### config.mk
export PLATFORM = sky130hd
export DESIGN_NAME = crc_block_deframer
export DESIGN_NICKNAME = d
export VERILOG_FILES = /design/src/sv/crcdf_pkg.sv /design/src/sv/crcdf_queue.sv /design/src/sv/crcdf_front.sv /design/src/sv/crcdf_back.sv /design/src/sv/crc_block_deframer.sv
export SDC_FILE = /design/constraint.sdc
export NUM_CORES = 1
export LEC_CHECK = 0
export BUFFER_PORTS_ARGS = -buffer_cell sky130_fd_sc_hd__clkbuf_2
export CORE_MARGIN = 5
export CORE_UTILIZATION = 55
export CTS_CLUSTER_DIAMETER = 200
export DETAILED_ROUTE_END_ITERATION = 12
export PLACE_DENSITY = 0.83
export SLEW_MARGIN = 20
export SYNTH_ARGS = -nofsm -noshare
export SYNTH_HDL_FRONTEND = slang
export SYNTH_SLANG_ARGS = --single-unit
### constraint.sdc
create_clock -name clk -period 18.75 [get_ports clk]
set_input_delay 1.875 -clock clk [delete_from_list [all_inputs] [get_ports clk]]
set_output_delay 1.875 -clock clk [all_outputs]
set_load 0.02 [all_outputs]
### src/sv/crcdf_pkg.sv
// Types, constants and helper functions of the CRC block deframer.
// Used by the front, queue, back and top-level modules; depends on nothing.
`timescale 1ns / 1ps
`default_nettype none

package crcdf_pkg;

  // Record header layout.
  localparam int unsigned HEADER_BYTES = 9;
  localparam int unsigned HDR_CNT_W    = 4;
  localparam logic [HDR_CNT_W-1:0] HDR_LAST  = 4'd8;
  localparam logic [HDR_CNT_W-1:0] FLAGS_POS = 4'd4;
  localparam logic [HDR_CNT_W-1:0] CRC_POS   = 4'd5;

  // Reflected CRC-32.
  localparam logic [31:0] CRC_POLY = 32'hEDB88320;
  localparam logic [31:0] CRC_INIT = 32'hFFFFFFFF;

  // Record status codes.
  typedef enum logic [1:0] {
    ST_OK        = 2'd0,
    ST_BAD_CRC   = 2'd1,
    ST_TRUNC_HDR = 2'd2,
    ST_TRUNC_PAY = 2'd3
  } status_t;

  // Parser phase.
  typedef enum logic {
    PH_HEADER  = 1'b0,
    PH_PAYLOAD = 1'b1
  } phase_t;

  // Operation handed from the front to the back.
  typedef enum logic [1:0] {
    OP_START  = 2'd0,  // a record with payload begins
    OP_REPORT = 2'd1,  // a status-only report, no payload byte
    OP_PAY    = 2'd2   // one payload byte
  } op_kind_t;

  typedef struct packed {
    op_kind_t    kind;
    logic [7:0]  data;
    logic        last;    // final payload byte of the record
    logic        trunc;   // buffer ended on this payload byte
    status_t     status;  // for reports
    logic [7:0]  flags;
    logic [31:0] length;
    logic [31:0] crc;     // stored CRC, for record start
  } op_t;

  // Configuration seen by the front.
  typedef struct packed {
    logic valid;
    logic data;
  } cfg_t;

  // One byte step of the reflected CRC-32.
  function automatic logic [31:0] crc_byte(input logic [31:0] crc_in, input logic [7:0] b);
    logic [31:0] c;
    c = crc_in ^ {24'd0, b};
    for (int k = 0; k < 8; k++) begin
      c = c[0] ? ((c >> 1) ^ CRC_POLY) : (c >> 1);
    end
    return c;
  endfunction

  // Place one header byte into a 32-bit word.
  function automatic logic [31:0] put_byte(input logic [31:0] word, input logic [7:0] b,
                                           input logic big, input logic [1:0] lane);
    logic [31:0] r;
    if (big) begin
      r = {word[23:0], b};
    end else begin
      r = word | ({24'd0, b} << {lane, 3'b000});
    end
    return r;
  endfunction

endpackage

`default_nettype wire

### src/sv/crcdf_queue.sv
// Short queue of operations between the deframer front and back.
// Depends on crcdf_pkg for the operation type.
`timescale 1ns / 1ps
`default_nettype none

module crcdf_queue #(
  parameter int DEPTH = 2
) (
  input  wire logic          clk,
  input  wire logic          rst,
  input  wire logic          push,
  input  wire crcdf_pkg::op_t push_op,
  output logic               full,
  input  wire logic          pop,
  output crcdf_pkg::op_t     head_op,
  output logic               not_empty
);

  localparam int PTR_W = (DEPTH > 1) ? $clog2(DEPTH) : 1;
  localparam int CNT_W = $clog2(DEPTH + 1);

  crcdf_pkg::op_t   slots [DEPTH];
  logic [PTR_W-1:0] wr_ptr;
  logic [PTR_W-1:0] rd_ptr;
  logic [CNT_W-1:0] count;
  logic             do_push;
  logic             do_pop;

  assign full      = (count == CNT_W'(DEPTH));
  assign not_empty = (count != '0);
  assign head_op   = slots[rd_ptr];
  assign do_push   = push && !full;
  assign do_pop    = pop && not_empty;

  // Storage.
  always_ff @(posedge clk) begin
    if (do_push) begin
      slots[wr_ptr] <= push_op;
    end
  end

  // Pointers and fill count.
  always_ff @(posedge clk) begin
    if (rst) begin
      wr_ptr <= '0;
      rd_ptr <= '0;
      count  <= '0;
    end else begin
      if (do_push) begin
        wr_ptr <= (wr_ptr == PTR_W'(DEPTH - 1)) ? '0 : wr_ptr + 1'b1;
      end
      if (do_pop) begin
        rd_ptr <= (rd_ptr == PTR_W'(DEPTH - 1)) ? '0 : rd_ptr + 1'b1;
      end
      case ({do_push, do_pop})
        2'b10:   count <= count + 1'b1;
        2'b01:   count <= count - 1'b1;
        default: count <= count;
      endcase
    end
  end

endmodule

`default_nettype wire

### src/sv/crcdf_front.sv
// Front of the deframer: parses record headers from the bytes, counts payload
// and hands payload bytes, ended headers and truncations to the back. Uses crcdf_pkg.
`timescale 1ns / 1ps
`default_nettype none

module crcdf_front (
  input  wire logic        clk,
  input  wire logic        rst,
  input  wire crcdf_pkg::cfg_t cfg,
  input  wire logic        accept,
  input  wire logic [7:0]  data_byte,
  input  wire logic        buffer_end,
  output logic             push,
  output crcdf_pkg::op_t   push_op
);

  crcdf_pkg::phase_t                    phase;
  crcdf_pkg::phase_t                    phase_next;
  logic                                 byte_order;
  logic [crcdf_pkg::HDR_CNT_W-1:0]      header_count;
  logic [31:0]                          length_word;
  logic [7:0]                           flags_byte;
  logic [31:0]                          expected_crc;
  logic [31:0]                          bytes_remaining;

  logic [crcdf_pkg::HDR_CNT_W-1:0]      idx;
  logic [31:0]                          len_base;
  logic [31:0]                          crc_base;
  logic [7:0]                           flags_base;
  logic [31:0]                          len_new;
  logic [31:0]                          crc_new;
  logic [7:0]                           flags_new;
  logic [crcdf_pkg::HDR_CNT_W-1:0]      crc_off;
  logic                                 hdr_done;
  logic                                 pay_last;
  logic                                 rec_end;

  // Header byte placement.
  always_comb begin
    idx        = (header_count > crcdf_pkg::HDR_LAST) ? '0 : header_count;
    len_base   = (idx == '0) ? '0 : length_word;
    crc_base   = (idx == '0) ? '0 : expected_crc;
    flags_base = (idx == '0) ? '0 : flags_byte;
    crc_off    = idx - crcdf_pkg::CRC_POS;
    len_new    = len_base;
    crc_new    = crc_base;
    flags_new  = flags_base;
    if (idx < crcdf_pkg::FLAGS_POS) begin
      len_new = crcdf_pkg::put_byte(len_base, data_byte, byte_order, idx[1:0]);
    end else if (idx == crcdf_pkg::FLAGS_POS) begin
      flags_new = data_byte;
    end else begin
      crc_new = crcdf_pkg::put_byte(crc_base, data_byte, byte_order, crc_off[1:0]);
    end
    hdr_done = (idx == crcdf_pkg::HDR_LAST);
    pay_last = (bytes_remaining == 32'd1);
  end

  // Next phase.
  always_comb begin
    phase_next = phase;
    if (accept) begin
      unique case (phase)
        crcdf_pkg::PH_HEADER: begin
          if (hdr_done && len_new != '0 && !buffer_end) begin
            phase_next = crcdf_pkg::PH_PAYLOAD;
          end
        end
        crcdf_pkg::PH_PAYLOAD: begin
          if (pay_last || buffer_end) begin
            phase_next = crcdf_pkg::PH_HEADER;
          end
        end
        default: phase_next = crcdf_pkg::PH_HEADER;
      endcase
    end
  end

  // Operation for the back.
  always_comb begin
    push    = 1'b0;
    push_op = '0;
    rec_end = 1'b0;
    unique case (phase)
      crcdf_pkg::PH_HEADER: begin
        if (hdr_done) begin
          push           = accept;
          push_op.flags  = flags_new;
          push_op.length = len_new;
          push_op.crc    = crc_new;
          if (len_new == '0) begin
            push_op.kind   = crcdf_pkg::OP_REPORT;
            push_op.status = (crc_new == '0) ? crcdf_pkg::ST_OK : crcdf_pkg::ST_BAD_CRC;
            rec_end        = 1'b1;
          end else if (buffer_end) begin
            push_op.kind   = crcdf_pkg::OP_REPORT;
            push_op.status = crcdf_pkg::ST_TRUNC_PAY;
            rec_end        = 1'b1;
          end else begin
            push_op.kind   = crcdf_pkg::OP_START;
          end
        end else if (buffer_end) begin
          push           = accept;
          push_op.kind   = crcdf_pkg::OP_REPORT;
          push_op.status = crcdf_pkg::ST_TRUNC_HDR;
          rec_end        = 1'b1;
        end
      end
      crcdf_pkg::PH_PAYLOAD: begin
        push          = accept;
        push_op.kind  = crcdf_pkg::OP_PAY;
        push_op.data  = data_byte;
        push_op.last  = pay_last;
        push_op.trunc = buffer_end && !pay_last;
        rec_end       = pay_last || buffer_end;
      end
      default: begin
        push = 1'b0;
      end
    endcase
  end

  // Configuration register.
  always_ff @(posedge clk) begin
    if (rst) begin
      byte_order <= 1'b0;
    end else if (cfg.valid) begin
      byte_order <= cfg.data;
    end
  end

  // Record state.
  always_ff @(posedge clk) begin
    if (rst) begin
      phase           <= crcdf_pkg::PH_HEADER;
      header_count    <= '0;
      length_word     <= '0;
      flags_byte      <= '0;
      expected_crc    <= '0;
      bytes_remaining <= '0;
    end else if (accept) begin
      phase <= phase_next;
      if (rec_end) begin
        header_count    <= '0;
        length_word     <= '0;
        flags_byte      <= '0;
        expected_crc    <= '0;
        bytes_remaining <= '0;
      end else if (phase == crcdf_pkg::PH_HEADER) begin
        header_count <= hdr_done ? '0 : idx + 1'b1;
        length_word  <= len_new;
        flags_byte   <= flags_new;
        expected_crc <= crc_new;
        if (hdr_done) begin
          bytes_remaining <= len_new;
        end
      end else begin
        bytes_remaining <= bytes_remaining - 32'd1;
      end
    end
  end

endmodule

`default_nettype wire

### src/sv/crcdf_back.sv
// Back of the deframer: runs the CRC over payload bytes, forms results and
// holds them in the output register. Depends on crcdf_pkg.
`timescale 1ns / 1ps
`default_nettype none

module crcdf_back (
  input  wire logic        clk,
  input  wire logic        rst,
  input  wire crcdf_pkg::op_t head_op,
  input  wire logic        head_valid,
  output logic             pop,
  output logic             m_tvalid,
  input  wire logic        m_tready,
  output logic [55:0]      m_tdata,
  output logic [1:0]       m_tuser
);

  logic [31:0]         running_crc;
  logic [31:0]         expected_crc;
  logic [31:0]         length_word;
  logic [7:0]          flags_byte;
  logic [31:0]         crc_upd;
  logic                out_free;
  logic                emit;
  logic                has_payload;
  logic                record_done;
  logic [7:0]          payload_byte;
  crcdf_pkg::status_t  status;
  logic [7:0]          res_flags;
  logic [31:0]         res_length;

  assign out_free = !m_tvalid || m_tready;
  assign pop      = head_valid && out_free;
  assign crc_upd  = crcdf_pkg::crc_byte(running_crc, head_op.data);
  assign emit     = pop && (head_op.kind != crcdf_pkg::OP_START);

  // Result fields for the operation at the queue head.
  always_comb begin
    has_payload  = 1'b0;
    record_done  = 1'b0;
    payload_byte = '0;
    status       = crcdf_pkg::ST_OK;
    res_flags    = '0;
    res_length   = '0;
    case (head_op.kind)
      crcdf_pkg::OP_REPORT: begin
        record_done = 1'b1;
        status      = head_op.status;
        res_flags   = head_op.flags;
        res_length  = head_op.length;
      end
      crcdf_pkg::OP_PAY: begin
        has_payload  = 1'b1;
        payload_byte = head_op.data;
        if (head_op.last) begin
          record_done = 1'b1;
          status      = ((crc_upd ^ crcdf_pkg::CRC_INIT) == expected_crc) ?
                        crcdf_pkg::ST_OK : crcdf_pkg::ST_BAD_CRC;
          res_flags   = flags_byte;
          res_length  = length_word;
        end else if (head_op.trunc) begin
          record_done = 1'b1;
          status      = crcdf_pkg::ST_TRUNC_PAY;
          res_flags   = flags_byte;
          res_length  = length_word;
        end
      end
      default: begin
        has_payload = 1'b0;
      end
    endcase
  end

  // CRC and record context.
  always_ff @(posedge clk) begin
    if (rst) begin
      running_crc <= crcdf_pkg::CRC_INIT;
    end else if (pop) begin
      if (head_op.kind == crcdf_pkg::OP_START) begin
        running_crc <= crcdf_pkg::CRC_INIT;
      end else if (head_op.kind == crcdf_pkg::OP_PAY) begin
        running_crc <= (head_op.last || head_op.trunc) ? crcdf_pkg::CRC_INIT : crc_upd;
      end
    end
  end

  always_ff @(posedge clk) begin
    if (pop && head_op.kind == crcdf_pkg::OP_START) begin
      expected_crc <= head_op.crc;
      length_word  <= head_op.length;
      flags_byte   <= head_op.flags;
    end
  end

  // Output register.
  always_ff @(posedge clk) begin
    if (rst) begin
      m_tvalid <= 1'b0;
    end else if (out_free) begin
      m_tvalid <= emit;
    end
  end

  always_ff @(posedge clk) begin
    if (emit) begin
      m_tdata <= {6'd0, res_length, res_flags, status, payload_byte};
      m_tuser <= {record_done, has_payload};
    end
  end

endmodule

`default_nettype wire

### src/sv/crc_block_deframer.sv
// Bytes go from the front through the operation queue to the back's output register.
// Throughput: one byte per cycle; s_tready falls only when the operation queue is full.
// A header byte that finishes nothing produces no result item.
// Reset (rst, synchronous) empties the queue and output register, clears the record
// state, sets the running CRC to all ones and byte_order to little endian.
`timescale 1ns / 1ps
`default_nettype none

module crc_block_deframer #(
  parameter int QUEUE_DEPTH = 2
) (
  input  wire logic        clk,
  input  wire logic        rst,
  // Configuration: byte_order (bit 0).
  input  wire logic        cfg_valid,
  output logic             cfg_ready,
  input  wire logic        cfg_data,
  // Input bytes.
  input  wire logic        s_tvalid,
  output logic             s_tready,
  input  wire logic [7:0]  s_tdata,   // data_byte [7:0]
  input  wire logic        s_tlast,   // buffer_end
  // Result items.
  output logic             m_tvalid,
  input  wire logic        m_tready,
  output logic [55:0]      m_tdata,   // payload_byte [7:0], record_status [9:8],
                                      // record_flags [17:10], record_length [49:18], zeros
  output logic [1:0]       m_tuser    // has_payload [0], record_done [1]
);

  crcdf_pkg::cfg_t cfg;
  crcdf_pkg::op_t  push_op;
  crcdf_pkg::op_t  head_op;
  logic            push;
  logic            q_full;
  logic            q_valid;
  logic            pop;
  logic            accept;

  assign cfg_ready = 1'b1;
  assign cfg.valid = cfg_valid;
  assign cfg.data  = cfg_data;
  assign s_tready  = !q_full;
  assign accept    = s_tvalid && s_tready;

  crcdf_front u_front (
    .clk        (clk),
    .rst        (rst),
    .cfg        (cfg),
    .accept     (accept),
    .data_byte  (s_tdata),
    .buffer_end (s_tlast),
    .push       (push),
    .push_op    (push_op)
  );

  crcdf_queue #(
    .DEPTH (QUEUE_DEPTH)
  ) u_queue (
    .clk       (clk),
    .rst       (rst),
    .push      (push),
    .push_op   (push_op),
    .full      (q_full),
    .pop       (pop),
    .head_op   (head_op),
    .not_empty (q_valid)
  );

  crcdf_back u_back (
    .clk        (clk),
    .rst        (rst),
    .head_op    (head_op),
    .head_valid (q_valid),
    .pop        (pop),
    .m_tvalid   (m_tvalid),
    .m_tready   (m_tready),
    .m_tdata    (m_tdata),
    .m_tuser    (m_tuser)
  );

endmodule

`default_nettype wire

==> metrics.md, run 1 <==
| Metric | Value |
|---|---|
| I/O Buffers | 68 |
| Status | completed |
| Detail Route Antenna Nets | 0 |
| Top cells by area, synth | edfxtp_1 44%, dfxtp_1 15%, mux2_2 4.2% |
| Element type at the critical path start | register |
| Yosys top cell by area | edfxtp_1 |
| Register area share after synthesis | approximately three fifths |
| Num rows | 70 |
| Post-cts resize count | 0 |
| Crit-path leading delay family | simple AND/OR/NAND/NOR gates |
| Pleak | a little under 8 nW |
| Max-slew violations | 0 |
| DR pass1 iterations | 6 |
| DR vias/cell | 6.44 |
| Worst-Margin Slew | 1.08 ns |
| Area growth from synthesis to layout | 10.3% |
| WS Path Type | reg2reg |
| Mapped Cells | 1734 |
| Crit-path max FO | 25 |
| Register share of total power | approximately two fifths |
| MaxCap Viol Count | 0 |
| CTS tree | done |
| # setup viols final | 0 |
| Final-report hold violation count | 0 |
| Top cell by count, worst path | nor4_1 |
| DP HPWL | 34.0 mm |
| Hold_ws | 0.464 ns |
| Number of synthesized flops with an enable pin | 296 |
| DRC viols | 0 |
| Largest net degree at the start of global routing | 76 |
| Die area | 41100 sq um |
| Pre-CTS setup slack | around 14 ns |
| H-tree Lvls | 2 |
| Core footprint | 36600 sq um |
| Die Height | 203 um |
| Gr usage total | ~25% |
| Worst Clk Skew | 0.0325 ns |
| CP cell instances | nand2b_1, ha_1, nand3b_1, o211ai_1, buf_4, mux2i_1, o22ai_1, nor4_1, nand2_1, nor4_1, a211oi_1 |
| Internal Power | 2.10 mW |
| Minimum clock period | ~5 ns |
| Mapped Avg Cell Area | around 12 sq um |
| Max VDD drop | 0.0000776 V |
| Buffers & Inverters on Critical Path | 1 |
| Switching power | roughly 1.0 mW |
| Post-CTS Hold Buffers | 0 |
| Initial antenna violation count | 1 |
| Register bit total from synthesis | 444 |
| Number of buffers created by CTS | 45 |
| Yosys top cell area share | 43.5% |
| Logic pwr share | between 30% and 40% |
| Gpl congestion | ~0.97 |
| Final Power | 3.12 mW |
| Final wirelength | slightly above 50 mm |
| Total clock sinks | 444 |
| Arr. time, crit path | 5.27 ns |
| Iter 0 DRT Violations | approximately 2.1k |
| Relative slew slack | between 20% and 30% |
| First-pass GRT wire length | 80.5 mm |
| Fin area | about 23000 sq um |
| Crit path required time | 19.01 ns |
| Hold Crit Class | reg2reg |
| Switch share | 32.9% |
| Worst Slack Setup Final | 13.74 ns |
| Yosys cell types | 68 |
| I/O pin total | 76 |
| Worst-path clk slew | ~0.070 ns |
| Wire per inst | 22.9 um |
| Setup bufs post-CTS | 0 |
| Worst path slowest cell | dfxtp_1 |
| Worst Setup End Kind | register |
| Congestion Overflow GR | 0 |
| Ys flop type | edfxtp_1 |
| Initial Utilization | 55.8% |
| CP peak stage delay | 0.59 ns |
| Vias in the first global route | 13.8k |
| Async S/R FF share, synth | 0% |
| Die W | 203 um |
| RSZ-0062 raised after global routing | false |
| YS warnings | 0 |
| Cell Area, Synth | 20400 sq um |
| Clock power share | 28.4% |
| CTS Root Buffer Type | clkbuf_16 |
| Dpl cell area | 21100 sq um |
| Worst-Skew Late Latency | 0.57 ns |
| Max Root-Sink Buffers | 3 |
| Final nets | 1772 |
| PD cells | 139 nW/um^2 |
| Max Freq | 0.200 GHz |
| Vias post-DR | 14.5k |
| Setup TNS | 0 ns |
| Final Cycle Share | 26.7% |
| Layout cells sized above 1 | 15.3% |
==> registers in the layout, summed over array words and instances, names as in the netlist, 2 cells and up, named ones only <==
name and count:
u_back.expected_crc 32, u_front.expected_crc 32, u_front.bytes_remaining 32, u_queue.slots 172, u_front.length_word 32, u_front.header_count 4
u_front.flags_byte 8, u_queue.count 2, u_back.running_crc 32, u_back.m_tuser 2, u_back.m_tdata 50, u_back.length_word 32
u_back.flags_byte 8
==> worst paths after layout <==
check                                    from                     endpoint  cells after the start  slack [ns]
hold reg to reg   u_front.bytes_remaining[26]  u_front.bytes_remaining[26]                      2        0.46
hold / removal    u_front.bytes_remaining[26]  u_front.bytes_remaining[26]                      2        0.46
setup reg to reg      u_front.header_count[3]         u_queue.slots[1][72]                     11       13.74
setup / recovery      u_front.header_count[3]         u_queue.slots[1][72]                     11       13.74
==> routing by layer <==
metal  vias up  global-route usage, %  routed length (um)
met2       783                   37.5               23300
li1       6565                      -                   -
met3       103                   4.01                4810
met5         -                      0                   0
met4         0                   7.08                1540
met1      7071                   36.5               22000
==> kinds of logic (layout without fill, tap and decap cells) <==
logic type               count (synthesis)  in the layout  share of synthesized area [%]
AO/OA/AOI/OAI                          384            384                           13.7
XOR/XNOR                               110            110                           5.43
adder cells (fa/ha/maj)                  8              8                          0.490
buffers and inverters                  146            193                           2.93
flip-flops                             444            444                           58.0
multiplexers                           122            122                           6.46
other                                    2              8                         0.0368
AND/OR/NAND/NOR                        518            518                           12.9
==> metrics by stage <==
stage / util, % / instances
2_1_floorplan: - / 1739
3_3_place_gp: 57.5 / 2170
3_5_place_dp: 57.5 / 2170
4_1_cts: 61.5 / 2254
5_1_grt: 61.5 / 2255
6_report: 61.5 / 2255
==> worst min-delay path, delay by kind of cell (launching register included) <==
family,cells,cell delay (ns)
DFF,1,0.31
AOI/OAI and AO/OA,1,0.07
and+or+nand+nor,1,0.05
==> power by group through the flow <==
stage | registers (mW) | logic, mW | clock network (mW)
2_1_floorplan | 1.35 | 0.648 | 0
3_3_place_gp | 1.31 | 0.916 | 0
3_5_place_dp | 1.31 | 0.932 | 0
4_1_cts | 1.29 | 0.940 | 0.894
5_1_grt | 1.31 | 1.01 | 0.937
6_report | 1.29 | 0.943 | 0.886
==> cells in the final DEF, fill, tap and decap left out, types with 34 or more instances in the layout <==
| cell | count |
|---|---|
| a21oi_1 | 49 |
| a22o_1 | 41 |
| a22oi_1 | 49 |
| clkbuf_16 | 47 |
| clkbuf_2 | 68 |
| dfxtp_1 | 147 |
| edfxtp_1 | 296 |
| mux2_2 | 76 |
| mux2i_1 | 45 |
| nand2_1 | 70 |
| nand2b_1 | 34 |
| nor2_1 | 160 |
| nor2b_1 | 75 |
| o21ai_0 | 40 |
| o22ai_1 | 47 |
| xnor2_1 | 59 |
| xor2_1 | 36 |
==> cells in the mapped netlist (all sizes together) (5+ instances only) <==
| cell type | number |
|---|---|
| a2111oi | 16 |
| a21oi | 50 |
| a22o | 41 |
| a22oi | 49 |
| a2bb2oi | 6 |
| a31oi | 8 |
| a32o | 8 |
| and2 | 15 |
| and3 | 6 |
| buf | 41 |
| clkbuf | 88 |
| dfxtp | 148 |
| edfxtp | 296 |
| ha | 8 |
| inv | 17 |
| mux2 | 76 |
| mux2i | 46 |
| nand2 | 72 |
| nand2b | 34 |
| nand3 | 24 |
| nand4 | 33 |
| nor2 | 165 |
| nor2b | 75 |
| nor3 | 27 |
| nor4 | 29 |
| o211ai | 6 |
| o21a | 6 |
| o21ai | 42 |
| o22ai | 47 |
| o2bb2ai | 30 |
| o31a | 19 |
| o31ai | 24 |
| o32ai | 5 |
| or2 | 11 |
| or3 | 10 |
| or4 | 8 |
| xnor2 | 69 |
| xor2 | 36 |
==> final cells by class <==
| type | instances | area, sq um |
|---|---|---|
| antenna | 1 | 2.50 |
| clock buffer | 68 | 1290 |
| clock inverter | 16 | 160 |
| fill | 2734 | 14100 |
| inverter | 17 | 63.8 |
| multi-input combinational | 1149 | 8040 |
| sequential | 444 | 11900 |
| tap | 468 | 586 |
| timing repair buffer | 92 | 520 |
(Power assumes the default switching activity.)
==> run 2, diff against run 1 <==
--- a/config.mk
+++ b/config.mk
@@ -10,7 +10,7 @@
 export CORE_UTILIZATION = 55
 export CTS_CLUSTER_DIAMETER = 200
 export DETAILED_ROUTE_END_ITERATION = 12
-export PLACE_DENSITY = 0.83
+export PLACE_DENSITY = 0.86
 export SLEW_MARGIN = 20
 export SYNTH_ARGS = -nofsm -noshare
 export SYNTH_HDL_FRONTEND = slang
==> constraint.sdc (replaced) <==
create_clock -name clk -period 4.5 [get_ports clk]
set_input_delay 0.45 -clock clk [delete_from_list [all_inputs] [get_ports clk]]
set_output_delay 0.45 -clock clk [all_outputs]
set_load 0.02 [all_outputs]
==> metrics.md, run 2 (synthesis gave the netlist of run 1 again) <==
| Metric | Value |
|---|---|
| CTS Root Buffer Type | clkbuf_16 |
| Minimum clock period | 4.16 ns |
| Status | completed |
| Num rows | 70 |
| Worst Setup End Kind | register |
| Worst-Skew Late Latency | 0.57 ns |
| WS Path Type | reg2reg |
| I/O Buffers | 68 |
| Largest net degree at the start of global routing | a little under 90 |
| CTS tree | done |
| Detail Route Antenna Nets | 0 |
| DRC viols | 0 |
| ANT cells | 0 |
| I/O pin total | 76 |
| CP cell instances | nand2b_1, ha_1, and3_1, buf_4, o22a_1, nand4_1, nor4_4, buf_4, o41ai_2, a22o_1 |
| Post-CTS Hold Buffers | 0 |
| Worst path slowest cell | and3_1 |
| PD cells | roughly 580 nW/um^2 |
| RR Endpoint | u_front.flags_byte[0] |
| DR vias/cell | 6.53 |
| Die W | 203 um |
| Worst Hold End | u_front.byte_order |
| Initial antenna violation count | 2 |
| Fin cells | 2259 |
| Initial Utilization | 55.8% |
| Vias post-DR | 14.8k |
| RSZ-0062 raised after global routing | false |
| Hold_ws | 0.144 ns |
| Iter 0 DRT Violations | 2069 |
| Number of flip-flops in the largest register | roughly 170 |
| Hold path depth | 3 |
| Worst R2R Setup Slack | 0.34 ns |
| FF-to-FF Start | u_front.header_count[3] |
| Worst Slack Setup Final | roughly 0.34 ns |
| Die area | 41100 sq um |
| Most frequent cells in the layout | 296 x edfxtp_1, 159 x nor2_1, 146 x dfxtp_1, 76 x mux2_2, 75 x nor2b_1 |
| Cells after DPL | 2179 |
| Die Height | between 200 and 250 um |
| DR pass1 iterations | 6 |
| MaxCap Viol Count | 0 |
| DP HPWL | 35.4 mm |
| Largest registers | u_queue.slots: 172 flops, u_back.m_tdata: 50 flops |
| Crit-path max FO | 27 |
| Final Cycle Share | roughly 92% |
| Area growth from synthesis to layout | 10.4% |
| H-tree Lvls | 2 |
| Total clock sinks | 444 |
| Commonest non-fill, non-tap cell in the layout | edfxtp_1 |
| Top cell by count, worst path | buf_4 |
| Vias in the first global route | 14.3k |
| Crit path required time | slightly below 5 ns |
| Final wirelength | 53.7 mm |
| # setup viols final | 0 |
| Max-slew violations | 0 |
| Wire per inst | approximately 24 um |
| CP peak stage delay | approximately 0.81 ns |
| Relative slew slack | 28.1% |
| Setup TNS | 0 ns |
| Worst Clk Skew | between 0.02 and 0.025 ns |
| Setup bufs post-CTS | 0 |
| Worst-Margin Slew | 1.08 ns |
| Post-cts resize count | 0 |
| Number of buffers created by CTS | 43 |
| First-pass GRT wire length | 83.2 mm |
| Buffers & Inverters on Critical Path | 2 |
| Gr usage total | 25.4% |
| Max VDD drop | 0.000337 V |
| Pre-CTS setup slack | 0.468 ns |
| Hold Crit Class | in2reg |
| Layout cells sized above 1 | 15.6% |
| Pleak | 7.68 nW |
| Gpl congestion | 0.986 |
| FF-to-FF path depth | 10 |
| Max Freq | approximately 0.24 GHz |
| Arr. time, crit path | 4.62 ns |
| Crit-path leading delay family | simple AND/OR/NAND/NOR gates |
| Congestion Overflow GR | 0 |
| Worst-path clk slew | 0.06 ns |
| Final nets | 1779 |
| Max Root-Sink Buffers | 3 |
| Element type at the critical path start | register |
| Biggest register | u_queue.slots |
| Core footprint | 36600 sq um |
| Final Power | 13.0 mW |
| Worst Hold Launch | cfg_data |
| Final-report hold violation count | 0 |
[run 2: layer usage]
layer	share of wire [%]	routed length (um)	vias to the layer above	global-route usage (%)
met5	0.017	9	-	0
met4	3.8	2050	2	8.97
met3	10	5520	167	6.07
met2	45	24200	914	38.8
met1	41	22000	7111	35.8
li1	-	-	6558	-
[run 2: cell type report]
cell class	count	area [sq um]
Inverter	17	63.8
Sequential cell	444	11900
Clock inverter	25	241
Multi-Input combinational cell	1149	8040
Clock buffer	55	1140
Tap cell	468	586
Timing Repair Buffer	101	626
Fill cell	2696	14100
[run 2: worst max-delay path by stage]
stage | endpoint | cells after the start | startpoint | slack [ns]
after CTS | u_front.bytes_remaining[5] | 10 | u_front.header_count[3] | 0.42
final | u_front.flags_byte[0] | 10 | u_front.header_count[3] | 0.34
after global placement | u_front.flags_byte[5] | 10 | u_front.header_count[3] | 0.57
after floorplan | u_back.expected_crc[0] | 7 | register | 0.32
after global routing | u_front.flags_byte[0] | 10 | u_front.header_count[3] | 0.12
after detailed placement | u_front.flags_byte[5] | 10 | u_front.header_count[3] | 0.47
[run 2: worst min-delay path: cells and delay by family]
| family | cells | cell delay (ns) |
|---|---|---|
| multiplexers | 1 | 0.06 |
| buffers and inverters | 1 | 0.08 |
| AND/OR/NAND/NOR | 1 | 0.07 |
[run 2: report_power, final]
group | switching, mW | internal, mW
Sequential | 0.258 | 5.10
Clock | 1.55 | 1.99
Combinational | 2.58 | 1.50
[run 2: stage by stage]
stage,utilization [%],cell area (sq um)
2_1_floorplan,-,20500
3_3_place_gp,57.8,21200
3_5_place_dp,57.8,21200
4_1_cts,61.6,22500
5_1_grt,61.6,22600
6_report,61.6,22600
